==> config.mk <==
export PLATFORM = sky130hd
export DESIGN_NAME = snd_ctrl
export DESIGN_NICKNAME = d
export VERILOG_FILES = /design/src/rtl/core/simhash_near_duplicate_filter_top_assert.svh /design/src/rtl/core/snd_pkg.sv /design/src/rtl/core/snd_ctrl.sv
export SDC_FILE = /design/constraint.sdc
export NUM_CORES = 1
export LEC_CHECK = 0
export BUFFER_PORTS_ARGS = -buffer_cell sky130_fd_sc_hd__buf_4
export CAP_MARGIN = 20
export CORE_AREA = 5 5 42 44
export CTS_CLUSTER_DIAMETER = 100
export DETAILED_ROUTE_END_ITERATION = 12
export DIE_AREA = 0 0 47 49
export SETUP_SLACK_MARGIN = 0.4
export SLEW_MARGIN = 20
export SYNTH_ARGS = -nofsm -noshare
export SYNTH_HDL_FRONTEND = slang
export SYNTH_SLANG_ARGS = --single-unit
==> constraint.sdc <==
create_clock -name clk -period 1.1 [get_ports clk]
set_clock_uncertainty 0.05 [all_clocks]
set_input_delay 0.055 -clock clk [delete_from_list [all_inputs] [get_ports clk]]
set_output_delay 0.055 -clock clk [all_outputs]
set_load 0.01 [all_outputs]
==> src/rtl/core/simhash_near_duplicate_filter_top_assert.svh <==
// Assertion macros for the simhash near-duplicate filter.
`ifndef SIMHASH_NEAR_DUPLICATE_FILTER_TOP_ASSERT_SVH
`define SIMHASH_NEAR_DUPLICATE_FILTER_TOP_ASSERT_SVH
`ifndef SYNTHESIS
// checked only out of reset
`define SND_ASSERT(lbl, prop, msg) \
  lbl: assert property (@(posedge clk) disable iff (!rst_n) prop) else $error(msg);
// checked on every edge, reset included
`define SND_ASSERT_ALWAYS(lbl, prop, msg) \
  lbl: assert property (@(posedge clk) prop) else $error(msg);
`else
`define SND_ASSERT(lbl, prop, msg)
`define SND_ASSERT_ALWAYS(lbl, prop, msg)
`endif
`endif

==> src/rtl/core/snd_pkg.sv <==
// Shared types, constants and a function of the simhash near-duplicate filter.
`default_nettype none
package snd_pkg;

  localparam int FP_W            = 64;
  localparam int LIMIT_W         = 7;
  localparam int DIST_W          = 7;
  localparam int STORE_DEPTH_DEF = 256;
  localparam logic [LIMIT_W-1:0] LIMIT_RST = 7'd5;

  // controller -> datapath
  typedef struct packed {
    logic load;    // take the input transaction
    logic rd_en;   // read next stored hash
    logic commit;  // decide, update store, load result
  } snd_cmd_t;

  // datapath -> controller
  typedef struct packed {
    logic count_zero;
    logic last_idx;
    logic out_free;
  } snd_sts_t;

  // adder tree, six levels
  function automatic logic [DIST_W-1:0] popcount64(input logic [FP_W-1:0] v);
    logic [1:0] l1 [32];
    logic [2:0] l2 [16];
    logic [3:0] l3 [8];
    logic [4:0] l4 [4];
    logic [5:0] l5 [2];
    for (int i = 0; i < 32; i++) l1[i] = {1'b0, v[2*i]} + {1'b0, v[2*i+1]};
    for (int i = 0; i < 16; i++) l2[i] = {1'b0, l1[2*i]} + {1'b0, l1[2*i+1]};
    for (int i = 0; i < 8; i++)  l3[i] = {1'b0, l2[2*i]} + {1'b0, l2[2*i+1]};
    for (int i = 0; i < 4; i++)  l4[i] = {1'b0, l3[2*i]} + {1'b0, l3[2*i+1]};
    for (int i = 0; i < 2; i++)  l5[i] = {1'b0, l4[2*i]} + {1'b0, l4[2*i+1]};
    return {1'b0, l5[0]} + {1'b0, l5[1]};
  endfunction

endpackage
`default_nettype wire

==> src/rtl/core/snd_ctrl.sv <==
// Controller: sequences accept, store scan, drain and decision.
`default_nettype none
module snd_ctrl (
  input  wire logic              clk,
  input  wire logic              rst_n,
  input  wire logic              in_tvalid,
  output logic                   in_tready,
  input  wire snd_pkg::snd_sts_t sts,
  output snd_pkg::snd_cmd_t      cmd
);

  localparam logic [2:0] S_IDLE   = 3'd0;
  localparam logic [2:0] S_START  = 3'd1;
  localparam logic [2:0] S_SCAN   = 3'd2;
  localparam logic [2:0] S_DRAIN  = 3'd3;
  localparam logic [2:0] S_DECIDE = 3'd4;

  logic [2:0] state_r, state_nxt;

  always_comb begin
    state_nxt  = state_r;
    in_tready  = 1'b0;
    cmd        = '0;
    case (state_r)
      S_IDLE: begin
        in_tready = 1'b1;
        if (in_tvalid) begin
          cmd.load  = 1'b1;
          state_nxt = S_START;
        end
      end
      S_START: begin
        // count already reflects a batch start here
        state_nxt = sts.count_zero ? S_DECIDE : S_SCAN;
      end
      S_SCAN: begin
        cmd.rd_en = 1'b1;
        if (sts.last_idx) state_nxt = S_DRAIN;
      end
      S_DRAIN: begin
        // last read data is compared in this cycle
        state_nxt = S_DECIDE;
      end
      S_DECIDE: begin
        if (sts.out_free) begin
          cmd.commit = 1'b1;
          state_nxt  = S_IDLE;
        end
      end
      default: begin
        state_nxt = S_IDLE;
      end
    endcase
  end

  always_ff @(posedge clk) begin
    if (!rst_n) begin
      state_r <= S_IDLE;
    end else begin
      state_r <= state_nxt;
    end
  end

endmodule
`default_nettype wire

==> flow_metrics.tcl <==
set metrics [dict create \
    port-buffer-count 9 \
    p_sw_uw 119 \
    rsz0062_at_grt "yes" \
    syn_nets 21 \
    finalCritPeriodShare_pct 103 \
    clock.fmax_mhz 880 \
    hold_class "input port to flop" \
    crit_fanout 5 \
    rows 14 \
    ctsLongestPathBuffers 2 \
    critPathTopFamily "flip-flops" \
    syn_to_final_growth_pct 141 \
    dp.cells 40 \
    grt_max_degree 6 \
    start_kind "flop" \
    cts_root_buf "clkbuf_4" \
    fin_crit_ps 1140 \
    cap_viol_max_count 0 \
    power.density_mw_per_mm2 1160 \
    cts.sinks 3 \
    power_leakage_uw 0.000156 \
    diodes 0 \
    final_nets 40 \
    dieArea_sq_mm 0.00230 \
    overflow 0 \
    synth_cell_types 10 \
    worst-path-buf-inv 1 \
    start_util_pct 11.5 \
    clk-insertion-delay-late_ps 240 \
    cp.required_ps 1000 \
    synth_area_leaders "dfxtp_1 37%, nor3b_1 14%, mux2i_1 12%, nor4b_2 9.3%, and4bb_2 7.8%" \
    synth-seq-cells 3 \
    ios 10 \
    synth_top_area_share_pct 37.2 \
    cp.arrival_ps 1030 \
    p_int_uw 330 \
    path_class "flop to output port" \
    holdWs_ps -2.21 \
    seqPwrFrac_pct 28.0 \
    setup_viol 2 \
    syn_inst 15 \
    critPathSlowestCell "dfxtp_4" \
    run_status "finished with violations" \
    first_global_vias 216 \
    syn_area_per_cell_sq_um 10.8 \
    ir_worst_vdd_mv 0.317 \
    post_drt_wl_per_cell_um 12.4 \
    slew_viol_final 0 \
    stdcell_count 49 \
    clk_pin_slew_ps 40 \
    viasPerCell 3.94 \
    syn-cell-area_sq_um 161 \
    ys_seq_area_share_pct 37.2 \
    htree_levels 1 \
    fp.dieW_um 47 \
    dr.pass1.iters 2 \
    slowest_delay_ps 360 \
    path_cells "nor3_4, and2_4, buf_6" \
    initialDrtViolationCount 4 \
    post_route_cells_drive_above_1_share_pct 84.8 \
    tightest_slew_ps 224 \
    tritoncts "built" \
    finalPower_uw 449 \
    top_register "state_r" \
    grt_usage_pct 6.33 \
    cts_buffers 3 \
    pwr-share-comb_pct 27.5 \
    coreArea_sq_mm 0.00140 \
    die_h_um 49 \
    yosys.area.top_type "dfxtp_1" \
    slew_headroom_pct 85.0 \
    detail-route-antenna-nets 0 \
    hold_viol_final 1 \
    dp_hpwl_um 351 \
    failed_checks "negative hold slack, negative setup slack" \
    largestRegisters "state_r x3" \
    drc_errors 0 \
    fin_ws_ps -36.1 \
    grt_pass1_wl_um 959 \
    p_clk_share_pct 44.5 \
    end_kind "output port" \
    yosys_warnings 0 \
    gp_congestion 0.653 \
    vias 193 \
    largest_register_ffs 3 \
    switching_share_pct 26.5 \
    routed_wl_um 606 \
    antenna_found_initial 0 \
]
[kinds of logic (layout without fill, tap and decap cells)]
logic type,after synthesis,count (layout),synth area share (%)
buffers and inverters,0,18,0
AOI/OAI and AO/OA,1,1,4.65
muxes,2,2,12.4
DFF,3,3,37.2
and+or+nand+nor,9,9,45.7
[cell type report]
type / instances / area [sq um]
fill: 153 / 1010
multi-input combinational: 12 / 148
timing repair buffer: 14 / 124
sequential: 3 / 71.3
clock buffer: 4 / 26.3
tap: 16 / 20.0
[power by group through the flow]
stage / registers [uW] / logic, uW / clock network (uW)
floorplan: 132 / 39.1 / 0
global placement: 135 / 73.8 / 0
detailed placement: 135 / 74.6 / 0
CTS: 125 / 115 / 209
global route: 127 / 131 / 217
finish: 126 / 124 / 200
[routing by layer]
metal  track usage [%]  vias up  wire, um
li1                  -       94         -
met1              7.24       89       249
met2              7.69       10       293
met3              4.06        0        63
met4              5.53        0         0
met5                 0        -         0
[synth_stat cells]
cell type and instances:
o21a_1 1, nor4b_2 1, nor3b_1 3, and4bb_2 1, mux2i_1 2, dfxtp_1 3, nor2_1 1, nor3_1 1
nor4b_1 1, and2_1 1
[final timing paths]
check             depth (start not counted)                       to  slack, ps                    start
hold / removal                            2  state_r[2]$_SDFFE_PN0P_         -2                    rst_n
hold reg to reg                           1  state_r[1]$_SDFFE_PN0P_        410  state_r[2]$_SDFFE_PN0P_
setup reg to reg                          3  state_r[2]$_SDFFE_PN0P_         90  state_r[0]$_SDFFE_PN0P_
setup / recovery                          3                   cmd[2]        -40  state_r[0]$_SDFFE_PN0P_
[per-stage QoR]
stage                     hold WS, ps  setup slack [ps]  instance area, sq um  setup TNS, ps  utilization [%]
after CTS                       -1.34             -41.3                   370          -53.9             26.4
after global routing             2.09             -77.7                   389           -191             27.8
after detailed placement          242               164                   267              0             19.0
after floorplan                   123               241                   179              0                -
final                           -2.21             -36.1                   389          -44.5             27.8
after global placement            244               181                   267              0             19.0
[worst register-to-register path, stage by stage (launching register included)]
cell and delay, ps:
dfxtp_4 360, buf_6 130, nor4b_4 270, o21a_1 140
[layout by cell type (no fill, tap or decap), drive strengths merged]
master	Yosys	final
buf	0	14
mux2i	2	2
clkbuf	0	4
and4bb	1	1
and2	1	1
dfxtp	3	3
nor2	1	1
nor4b	2	2
nor3b	3	3
o21a	1	1
nor3	1	1
[what timing repair did]
action                                  in CTS  in global routing
endpoints found under the hold margin        1                  0
setup buffers                                5                  0
resized for setup                           11                  3
endpoints found under the setup margin       7                  7
pin swaps                                    4                  5
Power figures use the tool's default switching activity.
